<file path="src/rtl/core/cv3_pkg.sv">
// Shared constants, configuration codes and types of the 3x3 streaming convolution core.
`default_nettype none
package cv3_pkg;

  // Default build values
  localparam int DEF_MAX_WIDTH   = 1024;
  localparam int DEF_PIXEL_BITS  = 16;
  localparam int DEF_WEIGHT_BITS = 8;

  // Kernel geometry
  localparam int KSIZE = 3;
  localparam int NTAPS = KSIZE * KSIZE;

  // Configuration register indexes
  localparam int CFG_IDX_W = 2;
  localparam logic [CFG_IDX_W-1:0] CFG_IMAGE_WIDTH  = 2'd0;
  localparam logic [CFG_IDX_W-1:0] CFG_IMAGE_HEIGHT = 2'd1;
  localparam logic [CFG_IDX_W-1:0] CFG_WEIGHTS_R01  = 2'd2;
  localparam logic [CFG_IDX_W-1:0] CFG_WEIGHTS_R2   = 2'd3;

  // Register widths fixed by the register map
  localparam int WIDTH_REG_W  = 11;
  localparam int HEIGHT_REG_W = 16;

  // Reset values
  localparam logic [WIDTH_REG_W-1:0]  WIDTH_RESET  = 11'd1024;
  localparam logic [HEIGHT_REG_W-1:0] HEIGHT_RESET = 16'd1024;

  // Smallest legal frame side
  localparam int MIN_SIDE = 3;

  // Position flags of one item, decided when it is accepted
  typedef struct packed {
    logic produce;     // row and column both at least 2
    logic frame_last;  // last pixel of the frame
  } pos_flags_t;

endpackage
`default_nettype wire

</file>
<file path="src/rtl/core/cv3_cfg_regs.sv">
// Configuration registers with clamped frame geometry and unpacked kernel weights.
`default_nettype none
module cv3_cfg_regs import cv3_pkg::*; #(
  parameter int MAX_WIDTH   = DEF_MAX_WIDTH,
  parameter int WEIGHT_BITS = DEF_WEIGHT_BITS,
  parameter int CFG_DATA_W  = 6 * DEF_WEIGHT_BITS,
  parameter int GEO_W       = 12
) (
  input  wire logic                             clk,
  input  wire logic                             rst_n,
  input  wire logic                             cfg_we,
  input  wire logic [CFG_IDX_W-1:0]             cfg_index,
  input  wire logic [CFG_DATA_W-1:0]            cfg_data,
  output logic      [GEO_W-1:0]                 width_eff,
  output logic      [HEIGHT_REG_W-1:0]          height_eff,
  output logic      [NTAPS-1:0][WEIGHT_BITS-1:0] weights
);

  localparam int W01_W = 6 * WEIGHT_BITS;
  localparam int W2_W  = 3 * WEIGHT_BITS;

  logic [WIDTH_REG_W-1:0]  width_r;
  logic [HEIGHT_REG_W-1:0] height_r;
  logic [W01_W-1:0]        w01_r;
  logic [W2_W-1:0]         w2_r;
  logic [GEO_W-1:0]        width_ext;

  // Register writes, each truncated to its own width
  always_ff @(posedge clk) begin
    if (!rst_n) begin
      width_r  <= WIDTH_RESET;
      height_r <= HEIGHT_RESET;
      w01_r    <= '0;
      w2_r     <= '0;
    end else if (cfg_we) begin
      case (cfg_index)
        CFG_IMAGE_WIDTH:  width_r  <= cfg_data[WIDTH_REG_W-1:0];
        CFG_IMAGE_HEIGHT: height_r <= cfg_data[HEIGHT_REG_W-1:0];
        CFG_WEIGHTS_R01:  w01_r    <= cfg_data[W01_W-1:0];
        CFG_WEIGHTS_R2:   w2_r     <= cfg_data[W2_W-1:0];
        default: ;
      endcase
    end
  end

  // Width clamps to [3, MAX_WIDTH], height clamps below at 3
  assign width_ext = GEO_W'(width_r);

  always_comb begin
    if (width_ext < GEO_W'(MIN_SIDE)) begin
      width_eff = GEO_W'(MIN_SIDE);
    end else if (width_ext > GEO_W'(MAX_WIDTH)) begin
      width_eff = GEO_W'(MAX_WIDTH);
    end else begin
      width_eff = width_ext;
    end
    if (height_r < HEIGHT_REG_W'(MIN_SIDE)) begin
      height_eff = HEIGHT_REG_W'(MIN_SIDE);
    end else begin
      height_eff = height_r;
    end
  end

  // Row-major weights, weight 0 in the lowest field
  assign weights = {w2_r, w01_r};

endmodule
`default_nettype wire

</file>
<file path="config.mk">
export PLATFORM = sky130hd
export DESIGN_NAME = cv3_cfg_regs
export DESIGN_NICKNAME = d
export VERILOG_FILES = /design/src/rtl/core/cv3_pkg.sv /design/src/rtl/core/cv3_cfg_regs.sv
export SDC_FILE = /design/constraint.sdc
export NUM_CORES = 1
export LEC_CHECK = 0
export BUFFER_PORTS_ARGS = -buffer_cell sky130_fd_sc_hd__buf_2
export CORE_UTILIZATION = 30
export DETAILED_ROUTE_END_ITERATION = 8
export GPL_TIMING_DRIVEN = 0
export SETUP_SLACK_MARGIN = 0.5
export SYNTH_ARGS = -nofsm -noshare
export SYNTH_HDL_FRONTEND = slang
export SYNTH_SLANG_ARGS = --single-unit
</file>
<file path="constraint.sdc">
create_clock -name clk -period 1.25 [get_ports clk]
set_clock_uncertainty 0.2 [all_clocks]
set_input_delay 0.0625 -clock clk [delete_from_list [all_inputs] [get_ports clk]]
set_output_delay 0.0625 -clock clk [all_outputs]
set_load 0.01 [all_outputs]
</file>
==> metrics.cfg <==
[run_status]
status = complete, but fails checks
failed_checks = hold timing, setup timing

[yosys]
synth_cell_types = 20
yosysSeqAreaShare = 0.511
syn_nets = 514
synthTopCellsByArea = dfxtp_1 (51%), nand2_1 (17%), a21boi_1 (9.3%), a21boi_0 (7.5%), nor2b_1 (2.9%)
syn-cell-area_um2 = 3880
synth_top_area_share = 0.511
ys_ff_latch = 99
avgSynthCellArea_um2 = 8.41
netlist_instances = 461
synth_top_area_cell = dfxtp_1
synth_warnings = 0

[routing]
wirelength_um = 12900
avgViaCountPerCell = 4.59
antenna_left = 0
dr.pass1.iters = 4
route.detailed.drc = 0
wl_per_cell_um = 15.5
drt_iter0_markers = 81
vias = 3832

[final_layout]
design_area_um2 = 7160
syn_to_final_growth_pct = 84.7
layout-drive-gt1-share = 0.732
fin_nets = 711
diodes = 0

[sta]
hold_slack_ps = -254
fmaxAchievable_mhz = 596
fin_crit_ps = 1680
grt_setup_unrepaired = yes
slew_violations = 0
hold_viol_final = 99
period_share = 1.34
worst_slack_ps = -428
finalSetupViolations = 12

[cts]
clkTransAtPathRegs_ps = 60
clockBufferDepth = 2
numCtsBuffers = 9
clk_latency_ps = 350
cts_tree = done
h-tree-depth = 3
cts_sinks = 99
cts-root-buf = clkbuf_16

[floorplanning]
die_w_um = 116
io_pins = 153
core_area_um2 = 12600
die-area_um2 = 13400
placementRows = 41
die_y_um = 116
start_util = 0.307

[critical_path]
arrival_ps = 1420
critical_path.max_stage_delay_ps = 340
crit_family = simple AND/OR/NAND/NOR gates
critical_path_class = flop to primary output
cp.depth = 4
cp_cell_sequence = nor4_4 -> nand4_1 -> nand2b_1 -> buf_2
crit_path_top_delay_cell = dfxtp_2
crit_buf_inv = 1
path_max_fanout = 3
ff2ff_path_depth = 3
cp.required_ps = 990
cp-start-kind = flop
end_kind = primary output

[global_route]
antenna_found_initial = 0
grt_overflow = 0
grt_usage = 0.194
grt_max_degree = 16
grt_pass1_vias = 3756
grt_pass1_wl_um = 19300

[placed_design]
dp_hpwl_um = 8420
placed_area_um2 = 5060
portBuffers = 150
post-place-ws_ps = -182
place_congestion = 0.742

[hold_path]
min_path_type = primary input to flop
hold_depth = 3

[power_and_ir_drop]
power.leakage_nw = 2.97
ir_drop_mv = 0.591
power.density_nw_per_um2 = 1020

[run]
cap_violations = 0

-- tightest hold or removal path, stage by stage --
cell      delay (ps)
buf_2            100
nand2_2           40
a21boi_1          50
-- power breakdown --
part           internal, mW  total (mW)  switching (mW)
sequential             3.27        3.37          0.0954
combinational         0.596        1.10           0.506
clock                  1.60        2.81            1.21
total                  5.46        7.28            1.81
-- logic make-up (layout without fill, tap and decap cells) --
kind of cell | Yosys count | in the layout | synth area share
simple gates | 214 | 214 | 0.232
flops | 99 | 99 | 0.511
compound gates | 89 | 89 | 0.171
buf+inv | 47 | 249 | 0.0568
mux | 11 | 11 | 0.0284
other cells | 1 | 1 | 0.000967
-- registers in the layout (all words and copies together) (netlist names) --
name	cells
height_r	16
w01_r	48
w2_r	24
width_r	11
-- synthesized netlist by cell type --
library cell / instances
mux2i_1: 11
nand2_1: 177
and3b_1: 2
nor4_1: 5
buf_2: 11
clkbuf_1: 28
buf_4: 8
nor2b_1: 18
nor3b_2: 1
and3_1: 1
nor2_1: 3
dfxtp_1: 99
nand3b_1: 2
nand2b_1: 2
conb_1: 1
nand3_1: 2
a21boi_0: 39
a21oi_1: 2
nand4_1: 1
a21boi_1: 48
-- routing by layer --
layer / global-route usage / vias to the layer above / routed length [µm]
met5: 0 / - / 0
met4: 0.0829 / 0 / 197
met3: 0.0554 / 16 / 747
met2: 0.331 / 108 / 6490
met1: 0.228 / 1840 / 5480
li1: - / 1868 / -
-- final timing paths --
path,end,from,slack [ps]
worst max register to register,width_r[10],width_r[10],220
worst max-delay path,height_eff[1],height_r[13],-430
worst min-delay path,w01_r[30],cfg_data[30],-250
worst min register to register,height_r[1],height_r[1],250
-- metrics by stage --
step | power (mW) | hold slack (ps) | std cells | util | setup TNS, ps
4_1_cts | 7.22 | -275 | 822 | 0.525 | -2550
5_1_grt | 7.57 | -265 | 835 | 0.568 | -3030
2_1_floorplan | 3.79 | -17.4 | 461 | - | 0
6_report | 7.28 | -254 | 835 | 0.568 | -2400
3_3_place_gp | 4.10 | 102 | 783 | 0.401 | -804
3_5_place_dp | 4.12 | 115 | 783 | 0.401 | -1800
-- layout by cell type (no fill, tap or decap), drive strengths merged --
cell	netlist	routed
nor2b	18	18
dfxtp	99	99
and3b	2	2
and3	1	1
clkinvlp	0	1
nand4	1	1
nand3b	2	2
nor2	3	3
clkbuf	28	39
nor4	5	5
mux2i	11	11
nand2b	2	2
nand2	177	177
conb	1	1
a21oi	2	2
clkinv	0	3
buf	19	205
a21boi	87	87
nand3	2	2
nor3b	1	1
bufinv	0	1
-- layout make-up --
| class | instances | area [µm²] |
|---|---|---|
| plain buffers | 47 | 418 |
| fillers | 1145 | 5460 |
| multi-input cells | 315 | 2340 |
| well taps | 172 | 215 |
| clock buffers | 11 | 243 |
| repair buffers | 186 | 1780 |
| flip-flops and latches | 99 | 2120 |
| clock inverters | 5 | 52.6 |
-- repair_timing --
action	4_1_cts	5_1_grt
setup endpoints to repair	198	198
cloned	9	0
pin swaps	89	78
buffers inserted	14	13
endpoints found under the hold margin	99	99
resized for setup	295	124
Power figures use the tool's default switching activity.
