`config.mk`:
```
export PLATFORM = sky130hd
export DESIGN_NAME = cv3_raster_ctr
export DESIGN_NICKNAME = d
export VERILOG_FILES = /design/src/rtl/core/cv3_pkg.sv /design/src/rtl/core/cv3_raster_ctr.sv
export SDC_FILE = /design/constraint.sdc
export NUM_CORES = 1
export LEC_CHECK = 0
export BUFFER_PORTS_ARGS = -buffer_cell sky130_fd_sc_hd__buf_2
export CAP_MARGIN = 15
export CORE_MARGIN = 2
export CORE_UTILIZATION = 50
export DETAILED_ROUTE_END_ITERATION = 10
export PLACE_DENSITY = 0.76
export SETUP_SLACK_MARGIN = 0.5
export SLEW_MARGIN = 20
export SYNTH_ARGS = -nofsm -noshare
export SYNTH_HDL_FRONTEND = slang
export SYNTH_SLANG_ARGS = --single-unit
```
`constraint.sdc`:
```
create_clock -name clk -period 2.95 [get_ports clk]
set_input_delay 0.295 -clock clk [delete_from_list [all_inputs] [get_ports clk]]
set_output_delay 0.295 -clock clk [all_outputs]
set_load 0.01 [all_outputs]
```
`src/rtl/core/cv3_pkg.sv`:
```
// Shared constants, configuration codes and types of the 3x3 streaming convolution core.
`default_nettype none
package cv3_pkg;

  // Default build values
  localparam int DEF_MAX_WIDTH   = 1024;
  localparam int DEF_PIXEL_BITS  = 16;
  localparam int DEF_WEIGHT_BITS = 8;

  // Kernel geometry
  localparam int KSIZE = 3;
  localparam int NTAPS = KSIZE * KSIZE;

  // Configuration register indexes
  localparam int CFG_IDX_W = 2;
  localparam logic [CFG_IDX_W-1:0] CFG_IMAGE_WIDTH  = 2'd0;
  localparam logic [CFG_IDX_W-1:0] CFG_IMAGE_HEIGHT = 2'd1;
  localparam logic [CFG_IDX_W-1:0] CFG_WEIGHTS_R01  = 2'd2;
  localparam logic [CFG_IDX_W-1:0] CFG_WEIGHTS_R2   = 2'd3;

  // Register widths fixed by the register map
  localparam int WIDTH_REG_W  = 11;
  localparam int HEIGHT_REG_W = 16;

  // Reset values
  localparam logic [WIDTH_REG_W-1:0]  WIDTH_RESET  = 11'd1024;
  localparam logic [HEIGHT_REG_W-1:0] HEIGHT_RESET = 16'd1024;

  // Smallest legal frame side
  localparam int MIN_SIDE = 3;

  // Position flags of one item, decided when it is accepted
  typedef struct packed {
    logic produce;     // row and column both at least 2
    logic frame_last;  // last pixel of the frame
  } pos_flags_t;

endpackage
`default_nettype wire

```
`src/rtl/core/cv3_raster_ctr.sv`:
```
// Raster position counters: line-store address and result/frame-end flags per item.
`default_nettype none
module cv3_raster_ctr import cv3_pkg::*; #(
  parameter int COL_W     = 10,
  parameter int GEO_W     = 12
) (
  input  wire logic                    clk,
  input  wire logic                    rst_n,
  input  wire logic                    step,
  input  wire logic [GEO_W-1:0]        width_eff,
  input  wire logic [HEIGHT_REG_W-1:0] height_eff,
  output logic      [COL_W-1:0]        col,
  output pos_flags_t                   flags
);

  logic [COL_W-1:0]        col_r, col_nxt;
  logic [HEIGHT_REG_W-1:0] row_r, row_nxt;
  logic [GEO_W:0]          col_inc;
  logic [HEIGHT_REG_W:0]   row_inc;
  logic                    last_col, last_row;

  // End-of-row and end-of-frame tests (also catch a position past the end)
  assign col_inc  = (GEO_W+1)'(col_r) + (GEO_W+1)'(1);
  assign row_inc  = (HEIGHT_REG_W+1)'(row_r) + (HEIGHT_REG_W+1)'(1);
  assign last_col = (col_inc >= {1'b0, width_eff});
  assign last_row = (row_inc >= {1'b0, height_eff});

  assign col              = col_r;
  assign flags.produce    = (row_r >= HEIGHT_REG_W'(2)) && (col_r >= COL_W'(2));
  assign flags.frame_last = last_col && last_row;

  // Next position
  always_comb begin
    col_nxt = col_r;
    row_nxt = row_r;
    if (last_col) begin
      col_nxt = '0;
      row_nxt = last_row ? '0 : row_inc[HEIGHT_REG_W-1:0];
    end else begin
      col_nxt = col_inc[COL_W-1:0];
    end
  end

  always_ff @(posedge clk) begin
    if (!rst_n) begin
      col_r <= '0;
      row_r <= '0;
    end else if (step) begin
      col_r <= col_nxt;
      row_r <= row_nxt;
    end
  end

endmodule
`default_nettype wire

```
==> impl_metrics.json <==
{
  "grt_remaining_overflow": 0,
  "cp-end-kind": "primary output",
  "antenna_cells": 0,
  "synth_edf_count": 0,
  "die_width_um": 73.2,
  "syn_nets": 371,
  "peakVddDrop_v": 0.000186,
  "cts_buffer_depth": 2,
  "synth_area_um2": 2390,
  "area_growth_pct": 59.7,
  "crit_path_max_incr_delay_ns": 0.36,
  "drc": 0,
  "power_frac_seq_pct": 43.0,
  "setup_slack_ns": -0.200,
  "synthArstFlopShare_pct": 0,
  "gp_congestion": 0.848,
  "worstHoldEndpoint": "col[6]",
  "post_drt_via_cell_ratio": 6.18,
  "status": "finished, violations left",
  "track_usage_pct": 31.5,
  "die_h_um": 73.2,
  "io_buffer_count": 42,
  "start_kind": "flop",
  "r2r_cells": 15,
  "grt_max_degree": 21,
  "rr_startpoint": "row_r[9]",
  "yosysWarnings": 0,
  "p_int_uw": 601,
  "crit_slowest_cell": "dfxtp_1",
  "dieArea_um2": 5360,
  "arrival_ns": 2.86,
  "syn_area_per_cell_um2": 7.75,
  "ys.flop_type": "dfxtp_1",
  "rrSetupSlack_ns": -0.18,
  "start_util_pct": 51.4,
  "ctsRootBufferMaster": "clkbuf_8",
  "grt_pass1_wl_um": 13000,
  "drt_first_pass_iters": 6,
  "drtIter0Drc": 264,
  "fin_crit_ns": 3.15,
  "fin_area_um2": 3820,
  "hold_path_class": "input pin to flop",
  "rows": 25,
  "hold_ws_ns": 0.364,
  "cap_violations": 0,
  "numCtsBuffers": 3,
  "drive_gt1_share_pct": 50.0,
  "io_pins": 43,
  "violations": "negative setup slack",
  "fill_cells": 248,
  "p_leak_nw": 1.80,
  "worst_pin_slew_ns": 0.440,
  "power_uw": 826,
  "finalHoldViolCount": 0,
  "slew_viol_final": 0,
  "avgRoutedWirePerCell_um": 19.3,
  "crit_required_ns": 2.65,
  "coreArea_um2": 4660,
  "max-slew-margin-rel_pct": 70.4,
  "rsz0062_at_grt": "yes",
  "syn_inst": 309,
  "power.switching_uw": 225,
  "ctsHtreeMaxLevel": 1,
  "placed_area_um2": 2880,
  "crit_path_start": "row_r[9]",
  "nNetsFinal": 475,
  "swShare_pct": 27.3,
  "pwr-share-clk_pct": 37.2,
  "fin_crit_sh_pct": 107,
  "crit_type": "flop to primary output",
  "power.density_nw_per_um2": 216,
  "wirelength_um": 8980,
  "path_clk_slew_ns": 0.10,
  "hp-start": "step",
  "synth_seq_cells": 26,
  "ant_nets": 0,
  "worstPathMaxFanout": 3,
  "yosysUniqueCellTypes": 48,
  "grt_pass1_vias": 2749,
  "max_freq_mhz": 317,
  "whs_path_depth": 3,
  "cts_tree": "done",
  "dp_hpwl_um": 4710,
  "worstReg2RegEnd": "row_r[8]",
  "clock_latency_ns": 0.28,
  "antenna_found_initial": 0,
  "crit_chain": "nand4_1 > nor3_4 > buf_4 > nand3_1 > xnor2_2 > ha_4 > nand3_4 > nor2_4 > a221oi_2 > and3_4 > a21oi_2 > buf_2",
  "vias": 2880,
  "combPwrFrac_pct": 19.7,
  "yosysSeqAreaShare_pct": 21.7,
  "cts.sinks": 26,
  "fin_worst_skew_ns": 0.0121,
  "hold_buffers": 0,
  "setup_viol": 17
}
-- synth_stat cells (2+ instances only) --
cell type | n | area, um2
buf_4 | 6 | 45.0
and4_1 | 3 | 26.3
nand3_1 | 23 | 115
xnor2_1 | 14 | 123
nand2b_1 | 11 | 68.8
a211oi_1 | 2 | 15.0
buf_2 | 2 | 10.0
o21a_1 | 3 | 22.5
a21oi_1 | 21 | 105
dfxtp_1 | 26 | 521
a21o_1 | 2 | 15.0
nand2_1 | 24 | 90.1
xor2_1 | 9 | 78.8
and3_1 | 4 | 25.0
nor4_1 | 7 | 43.8
ha_1 | 31 | 388
inv_1 | 35 | 131
nor2_1 | 22 | 82.6
clkbuf_1 | 5 | 18.8
nor3_2 | 2 | 20.0
o21ai_0 | 3 | 15.0
o211ai_1 | 3 | 22.5
a31oi_1 | 2 | 12.5
nor3_1 | 7 | 35.0
nand4_1 | 19 | 119
-- final cells by class --
cell class,instances,area [um2],share of cell area (%)
multi-input combinational,233,2110,55.1
timing repair buffer,113,883,23.1
sequential,26,558,14.6
inverter,36,135,3.53
tap,54,67.6,1.77
clock buffer,3,41.3,1.08
clock inverter,1,30.0,0.785
-- critical path, delay by kind of cell (launching register included) --
| kind | cells | cell delay, ns |
|---|---|---|
| AOI/OAI and AO/OA | 2 | 0.35 |
| buffers and inverters | 2 | 0.28 |
| and+or+nand+nor | 6 | 1.05 |
| adders and majority gates | 1 | 0.25 |
| xor gates and xnor gates | 1 | 0.28 |
| DFF | 1 | 0.36 |
-- cells in the final DEF (no fill, tap or decap), drive strengths merged, types with 3 or more instances in the layout --
cell type / count
nor4: 7
o211ai: 3
o21a: 3
xnor2: 14
and3: 5
clkbuf: 3
inv: 35
nand2: 24
a21oi: 22
nand3: 23
ha: 31
dfxtp: 26
buf: 113
nand2b: 11
xor2: 9
o21ai: 4
nor2: 23
and4: 3
nand4: 19
nor3: 9
-- through the flow --
stage | setup WS [ns] | util, % | TNS [ns] | instances
after CTS | -0.0272 | 75.3 | -0.0272 | 450
after global placement | 0.130 | 61.8 | 0 | 411
after floorplan | 0.327 | - | 0 | 309
after detailed placement | 0.0566 | 61.8 | 0 | 411
final | -0.200 | 82.0 | -1.93 | 466
after global routing | -0.305 | 82.0 | -3.74 | 466
-- power by group through the flow --
stage	registers [mW]	logic (mW)	clock network (mW)
after global placement	0.365	0.128	0
after global routing	0.356	0.178	0.324
final	0.356	0.163	0.307
after detailed placement	0.365	0.132	0
after floorplan	0.367	0.0838	0
after CTS	0.355	0.147	0.307
-- cell families after synthesis --
family / synth area share [%]
adders and majority gates: 16.2
DFF: 21.7
muxes: 0.470
and+or+nand+nor: 29.7
AOI/OAI and AO/OA: 14.3
xor gates and xnor gates: 8.41
buffers and inverters: 9.20
-- how the worst max path moves through the flow --
stage | slack [ns] | depth (start not counted) | end
floorplan | 0.33 | 12 | row_r[2]
global placement | 0.13 | 11 | flags[0]
detailed placement | 0.06 | 11 | flags[0]
CTS | -0.03 | 11 | flags[0]
global route | -0.30 | 12 | flags[0]
finish | -0.20 | 12 | flags[0]
-- registers in the layout, indices dropped and copies added, names as in the netlist --
register  flops
col          10
row_r        16
-- per-layer routing --
| layer | wire length [um] | vias to the layer above | GRT usage [%] |
|---|---|---|---|
| li1 | - | 1310 | - |
| met1 | 3350 | 1353 | 36.6 |
| met2 | 4540 | 165 | 57.7 |
| met3 | 514 | 52 | 3.18 |
| met4 | 569 | 0 | 14.0 |
| met5 | 0 | - | 0 |
-- repair_timing --
| item | CTS | global route |
|---|---|---|
| buffers inserted | 32 | 16 |
| cloned | 3 | 0 |
| setup endpoints to repair | 27 | 27 |
| pin swaps | 32 | 32 |
| endpoints found under the hold margin | 0 | 0 |
| resized for setup | 60 | 36 |
Note: power is estimated with default switching activity, not from simulation.
