===== src/rtl/core/cv3_pkg.sv =====
// Shared constants, configuration codes and types of the 3x3 streaming convolution core.
`default_nettype none
package cv3_pkg;

  // Default build values
  localparam int DEF_MAX_WIDTH   = 1024;
  localparam int DEF_PIXEL_BITS  = 16;
  localparam int DEF_WEIGHT_BITS = 8;

  // Kernel geometry
  localparam int KSIZE = 3;
  localparam int NTAPS = KSIZE * KSIZE;

  // Configuration register indexes
  localparam int CFG_IDX_W = 2;
  localparam logic [CFG_IDX_W-1:0] CFG_IMAGE_WIDTH  = 2'd0;
  localparam logic [CFG_IDX_W-1:0] CFG_IMAGE_HEIGHT = 2'd1;
  localparam logic [CFG_IDX_W-1:0] CFG_WEIGHTS_R01  = 2'd2;
  localparam logic [CFG_IDX_W-1:0] CFG_WEIGHTS_R2   = 2'd3;

  // Register widths fixed by the register map
  localparam int WIDTH_REG_W  = 11;
  localparam int HEIGHT_REG_W = 16;

  // Reset values
  localparam logic [WIDTH_REG_W-1:0]  WIDTH_RESET  = 11'd1024;
  localparam logic [HEIGHT_REG_W-1:0] HEIGHT_RESET = 16'd1024;

  // Smallest legal frame side
  localparam int MIN_SIDE = 3;

  // Position flags of one item, decided when it is accepted
  typedef struct packed {
    logic produce;     // row and column both at least 2
    logic frame_last;  // last pixel of the frame
  } pos_flags_t;

endpackage
`default_nettype wire


===== src/rtl/core/cv3_res_if.sv =====
// Result channel: valid/ready handshake with the window sum and the frame-end flag.
`default_nettype none
interface cv3_res_if import cv3_pkg::*; #(
  parameter int SUM_BITS = DEF_PIXEL_BITS + DEF_WEIGHT_BITS + 3
);
  logic                       valid;
  logic                       ready;
  logic signed [SUM_BITS-1:0] sum;
  logic                       frame_last;

  modport source (output valid, output sum, output frame_last, input ready);
  modport sink   (input valid, input sum, input frame_last, output ready);
endinterface
`default_nettype wire


===== src/rtl/core/cv3_mac.sv =====
// Nine products into a product register, then an adder tree into the result register.
`default_nettype none
module cv3_mac import cv3_pkg::*; #(
  parameter int PIXEL_BITS  = DEF_PIXEL_BITS,
  parameter int WEIGHT_BITS = DEF_WEIGHT_BITS,
  parameter int SUM_BITS    = DEF_PIXEL_BITS + DEF_WEIGHT_BITS + 3
) (
  input  wire logic                              clk,
  input  wire logic                              rst_n,
  input  wire logic                              take,
  input  wire logic                              take_last,
  input  wire logic [NTAPS-1:0][PIXEL_BITS-1:0]  taps,
  input  wire logic [NTAPS-1:0][WEIGHT_BITS-1:0] weights,
  output logic                                   can_take,
  cv3_res_if.source                              res
);

  localparam int PROD_W = PIXEL_BITS + WEIGHT_BITS;

  logic signed [PROD_W-1:0]   prod_r [NTAPS];
  logic                       prod_v_r, prod_v_nxt;
  logic                       prod_last_r;
  logic signed [SUM_BITS-1:0] sum_nxt, sum_r;
  logic                       out_v_r, out_v_nxt;
  logic                       out_last_r;
  logic                       out_free, adv_prod;

  // Stall chain: result register, then product register
  assign out_free = !out_v_r || res.ready;
  assign adv_prod = prod_v_r && out_free;
  assign can_take = !prod_v_r || out_free;

  // Product stage
  always_ff @(posedge clk) begin
    if (take) begin
      for (int k = 0; k < NTAPS; k++) begin
        prod_r[k] <= $signed(taps[k]) * $signed(weights[k]);
      end
      prod_last_r <= take_last;
    end
  end

  // Adder tree over the nine products
  always_comb begin
    sum_nxt = '0;
    for (int k = 0; k < NTAPS; k++) begin
      sum_nxt = sum_nxt + SUM_BITS'(prod_r[k]);
    end
  end

  always_ff @(posedge clk) begin
    if (adv_prod) begin
      sum_r      <= sum_nxt;
      out_last_r <= prod_last_r;
    end
  end

  // Valid bits
  always_comb begin
    prod_v_nxt = prod_v_r;
    if (take) begin
      prod_v_nxt = 1'b1;
    end else if (adv_prod) begin
      prod_v_nxt = 1'b0;
    end
    out_v_nxt = out_v_r;
    if (adv_prod) begin
      out_v_nxt = 1'b1;
    end else if (res.ready) begin
      out_v_nxt = 1'b0;
    end
  end

  always_ff @(posedge clk) begin
    if (!rst_n) begin
      prod_v_r <= 1'b0;
      out_v_r  <= 1'b0;
    end else begin
      prod_v_r <= prod_v_nxt;
      out_v_r  <= out_v_nxt;
    end
  end

  assign res.valid      = out_v_r;
  assign res.sum        = sum_r;
  assign res.frame_last = out_last_r;

endmodule
`default_nettype wire


===== src/flat_wrapper.sv =====
// flat-port wrapper written by rule: the top's interface ports become plain ports
module cv3_mac_flat import cv3_pkg::*;
#(
  parameter int PIXEL_BITS  = DEF_PIXEL_BITS,
  parameter int WEIGHT_BITS = DEF_WEIGHT_BITS,
  parameter int SUM_BITS    = DEF_PIXEL_BITS + DEF_WEIGHT_BITS + 3
)
  (clk, rst_n, take, take_last, taps, weights, can_take, res_valid, res_sum, res_frame_last, res_ready);
  cv3_res_if #(.SUM_BITS(SUM_BITS)) res_i ();
  input  wire logic clk;
  input  wire logic rst_n;
  input  wire logic take;
  input  wire logic take_last;
  input  wire logic [NTAPS-1:0][PIXEL_BITS-1:0] taps;
  input  wire logic [NTAPS-1:0][WEIGHT_BITS-1:0] weights;
  output logic can_take;
  output wire logic [$bits(res_i.valid)-1:0] res_valid;
  output wire logic [$bits(res_i.sum)-1:0] res_sum;
  output wire logic [$bits(res_i.frame_last)-1:0] res_frame_last;
  input wire logic [$bits(res_i.ready)-1:0] res_ready;
  assign res_valid = res_i.valid;
  assign res_sum = res_i.sum;
  assign res_frame_last = res_i.frame_last;
  assign res_i.ready = res_ready;
  cv3_mac #(.PIXEL_BITS(PIXEL_BITS), .WEIGHT_BITS(WEIGHT_BITS), .SUM_BITS(SUM_BITS)) u_core (.clk(clk), .rst_n(rst_n), .take(take), .take_last(take_last), .taps(taps), .weights(weights), .can_take(can_take), .res(res_i));
endmodule

===== config.mk =====
export PLATFORM = sky130hd
export DESIGN_NAME = cv3_mac_flat
export DESIGN_NICKNAME = d
export VERILOG_FILES = /design/src/rtl/core/cv3_pkg.sv /design/src/rtl/core/cv3_res_if.sv /design/src/rtl/core/cv3_mac.sv /design/src/flat_wrapper.sv
export SDC_FILE = /design/constraint.sdc
export NUM_CORES = 2
export LEC_CHECK = 0
export BUFFER_PORTS_ARGS = -buffer_cell sky130_fd_sc_hd__buf_2
export CAP_MARGIN = 25
export CORE_MARGIN = 2
export CORE_UTILIZATION = 59
export CTS_CLUSTER_SIZE = 10
export DETAILED_ROUTE_END_ITERATION = 8
export GPL_TIMING_DRIVEN = 1
export PLACE_DENSITY = 0.77
export SETUP_SLACK_MARGIN = 0.05
export SLEW_MARGIN = 20
export SYNTH_ARGS = -nofsm -noshare
export SYNTH_HDL_FRONTEND = slang
export SYNTH_SLANG_ARGS = --single-unit

===== constraint.sdc =====
create_clock -name clk -period 6.3 [get_ports clk]
set_input_delay 1.89 -clock clk [delete_from_list [all_inputs] [get_ports clk]]
set_output_delay 1.89 -clock clk [all_outputs]
set_load 0.02 [all_outputs]

==> flow_summary_export.csv <==
group,metric,value,unit
grt,grt_pass1_vias,42510,
synth,synthMuxAreaShare,0.001110,
synth,ys_top_cells_by_area,"fa_1, edfxtp_1, ha_1",
synth,syn_avg_cell_area,9.809,um^2
drt,first_pass_iters,6,
finish,nets,7927,
clocking,cts_buffers,29,
clocking,cts_max_level,1,
place,post-place-ws,-322.2,ps
timing,finalSetupViolations,9,
critical_path,path_class,"reg -> reg",
synth,yosys.area_share.adder,0.5042,
synth,synthTopCellsByCount,"inv_1, fa_1, and2_1, ha_1, nand2_1",
grt,antenna_found_initial,1,
grt,global_route.usage.met1,0.3842,
critical_path,worstPathMaxFanout,3,
floorplan,die_x,306.8,um
timing,skew,9.772,ps
place,portBuffers,250,
timing,rsz0062_at_grt,"yes",
floorplan,core,91250,um^2
clocking,postCtsHoldBufs,0,
drt,wire_per_inst,17.06,um
run_status,violations,"setup timing",
timing,fin_crit_sh,1.039,
synth,yosysTopAreaCell,"fa_1",
finish,drive_gt1_frac,0.1363,
synth,synthesis.area,54100,um^2
timing,clock.fmax,0.1527,GHz
timing,slew_headroom,0.3807,
synth,synth-simple-area-share,0.1543,
drt,viasPerCell,5.345,
finish,syn_to_final_growth,13.43,%
critical_path,cp_slowest_cell,"fa_1",
clocking,tritoncts,"done",
critical_path,worstPathArrival,6840,ps
place,routabilityCongestion,0.9496,
finish,final_area,61370,um^2
synth,yosysSeqAreaShare,0.1367,
grt,grt_use_total,0.2791,
grt,grt_first_pass_wirelength,211.9,mm
synth,syn-num-nets,7270,
synth,synth_top_family_by_area,"adder cells",
synth,synth_xor_xnor_area_share,0.03918,
floorplan,start_util,0.5929,
timing,min_period,6548,ps
floorplan,dieArea,94130,um^2
place,dp_cells,7321,
timing,hold_viol,0,
synth,ys_ff_latch,247,
floorplan,die_h,306.8,um
clocking,clock_latency,560,ps
timing,finalMaxSlewViolations,0,
clocking,path_clk_slew,60,ps
critical_path,slowest_delay,530,ps
place,placed_area,60110,um^2
grt,use_met2,0.4846,
synth,synth_cell_types,73,
run_status,status,"finished with violations",
grt,grt_overflow,0,
drt,drtIter0Drc,2489,
min_path,holdCritPathClass,"reg -> reg",
clocking,cts_root_buf,"clkbuf_16",
drt,wl,125.8,mm
run,drv_cap,0,
critical_path,worstSetupEndpointType,"flip-flop",
synth,synth_flop_cell,"edfxtp_1",
synth,postSynthCellCount,5515,
grt,grt_start_max_net_pins,117,
synth,synth_edf_count,245,
critical_path,cp.required,6590,ps
finish,layoutNonFillerInstCount,7372,
clocking,cts.path.max_buffers,3,
synth,synth_top_area_frac,0.3985,
synth,synth-compound-area-share,0.06661,
place,dp.final_hpwl,109.9,mm
synth,yosys_warnings,0,
drt,final_antenna_net_count,0,
drt,via_count,39410,
grt,grt_most_used_layer,"met2",
critical_path,crit_path_start_kind,"flip-flop",
synth,synth_most_common_cell,"inv_1",
synth,async_flop_share,0,
critical_path,cpMostUsedCell,"fa_1",
timing,worst_pin_slew,929.0,ps
floorplan,placementRows,111,
timing,layout_setup_ws,-247.9,ps
timing,finalHoldWorstSlack,440.0,ps
floorplan,ios,251,
grt,use_met3,0.02819,
clocking,clock_sinks,247,
drt,drcViolationCount,0,
==> kinds of logic after synthesis <==
| logic type | after synthesis |
|---|---|
| AOI/OAI and AO/OA | 540 |
| xor gates and xnor gates | 242 |
| adders and majority gates | 1534 |
| buffers and inverters | 1410 |
| DFF | 247 |
| muxes | 6 |
| and+or+nand+nor | 1536 |
==> through the flow <==
step	utilization	TNS, ps
after floorplan	-	-5.638
after global placement	0.6588	-3288
after detailed placement	0.6588	-5584
after CTS	0.6688	-688.1
after global routing	0.6725	-3593
final	0.6725	-942.2
==> routing by layer <==
| metal | part of all wire | vias up | wire, um |
|---|---|---|---|
| met2 | 0.50 | 1107 | 62970 |
| met4 | 0.020 | 2 | 2507 |
| li1 | - | 18200 | - |
| met3 | 0.058 | 181 | 7296 |
| met5 | 0.000087 | - | 11 |
| met1 | 0.42 | 19920 | 53000 |
==> layout make-up <==
type	instances	area (um^2)
fillers	7033	29880
repair buffers	707	4797
diodes	1	2.502
clock inverters	3	42.54
flip-flops and latches	247	7397
inverters	1329	4989
clock buffers	41	800.8
well taps	1186	1484
multi-input cells	3858	41850
==> worst max-delay path: cells and delay by family, from the launching register on <==
family | cells | cell delay [ps]
AOI/OAI and AO/OA | 10 | 1940
and+or+nand+nor | 2 | 110
muxes | 1 | 260
buffers and inverters | 6 | 420
xor gates and xnor gates | 1 | 150
DFF | 1 | 330
adders and majority gates | 8 | 3100
==> final timing paths <==
path	start	endpoint	slack [ps]	cells after the start
worst max register to register	u_core.prod_r[0][1]	u_core.res.sum[26]	-250	28
worst min register to register	u_core.prod_last_r	u_core.res.frame_last	440	0
worst min-delay path	u_core.prod_last_r	u_core.res.frame_last	440	0
worst max-delay path	u_core.prod_r[0][1]	u_core.res.sum[26]	-250	28
==> sequential cells by signal, indices dropped and copies added, names as in the netlist <==
| name | cells |
|---|---|
| u_core.prod_last_r | 1 |
| u_core.res.frame_last | 1 |
| u_core.res.sum | 27 |
| u_core.prod_r | 216 |
| u_core.prod_v_r | 1 |
| u_core.res.valid | 1 |
==> what timing repair did <==
action / CTS / global route
resized for setup: 15 / 70
hold endpoints to repair: 0 / 0
endpoints found under the setup margin: 13 / 17
buffers inserted: 4 / 4
pin swaps: 21 / 32
==> cells in the final DEF, fill, tap and decap left out, types with 27 or more instances in the layout <==
| master | count |
|---|---|
| xnor2_1 | 184 |
| buf_2 | 249 |
| nor2b_1 | 27 |
| ha_1 | 449 |
| a21o_1 | 67 |
| nor3_1 | 35 |
| o21a_1 | 43 |
| nand2_1 | 378 |
| edfxtp_1 | 245 |
| inv_1 | 1318 |
| clkbuf_16 | 29 |
| nor2_1 | 121 |
| buf_4 | 445 |
| xor2_1 | 48 |
| fa_1 | 1073 |
| nand2b_1 | 147 |
| a21oi_1 | 124 |
| o21ai_0 | 99 |
| and2_1 | 708 |
Power is not shown: default switching activity piles up to over one toggle a cycle in this logic, so the estimate is an artifact.
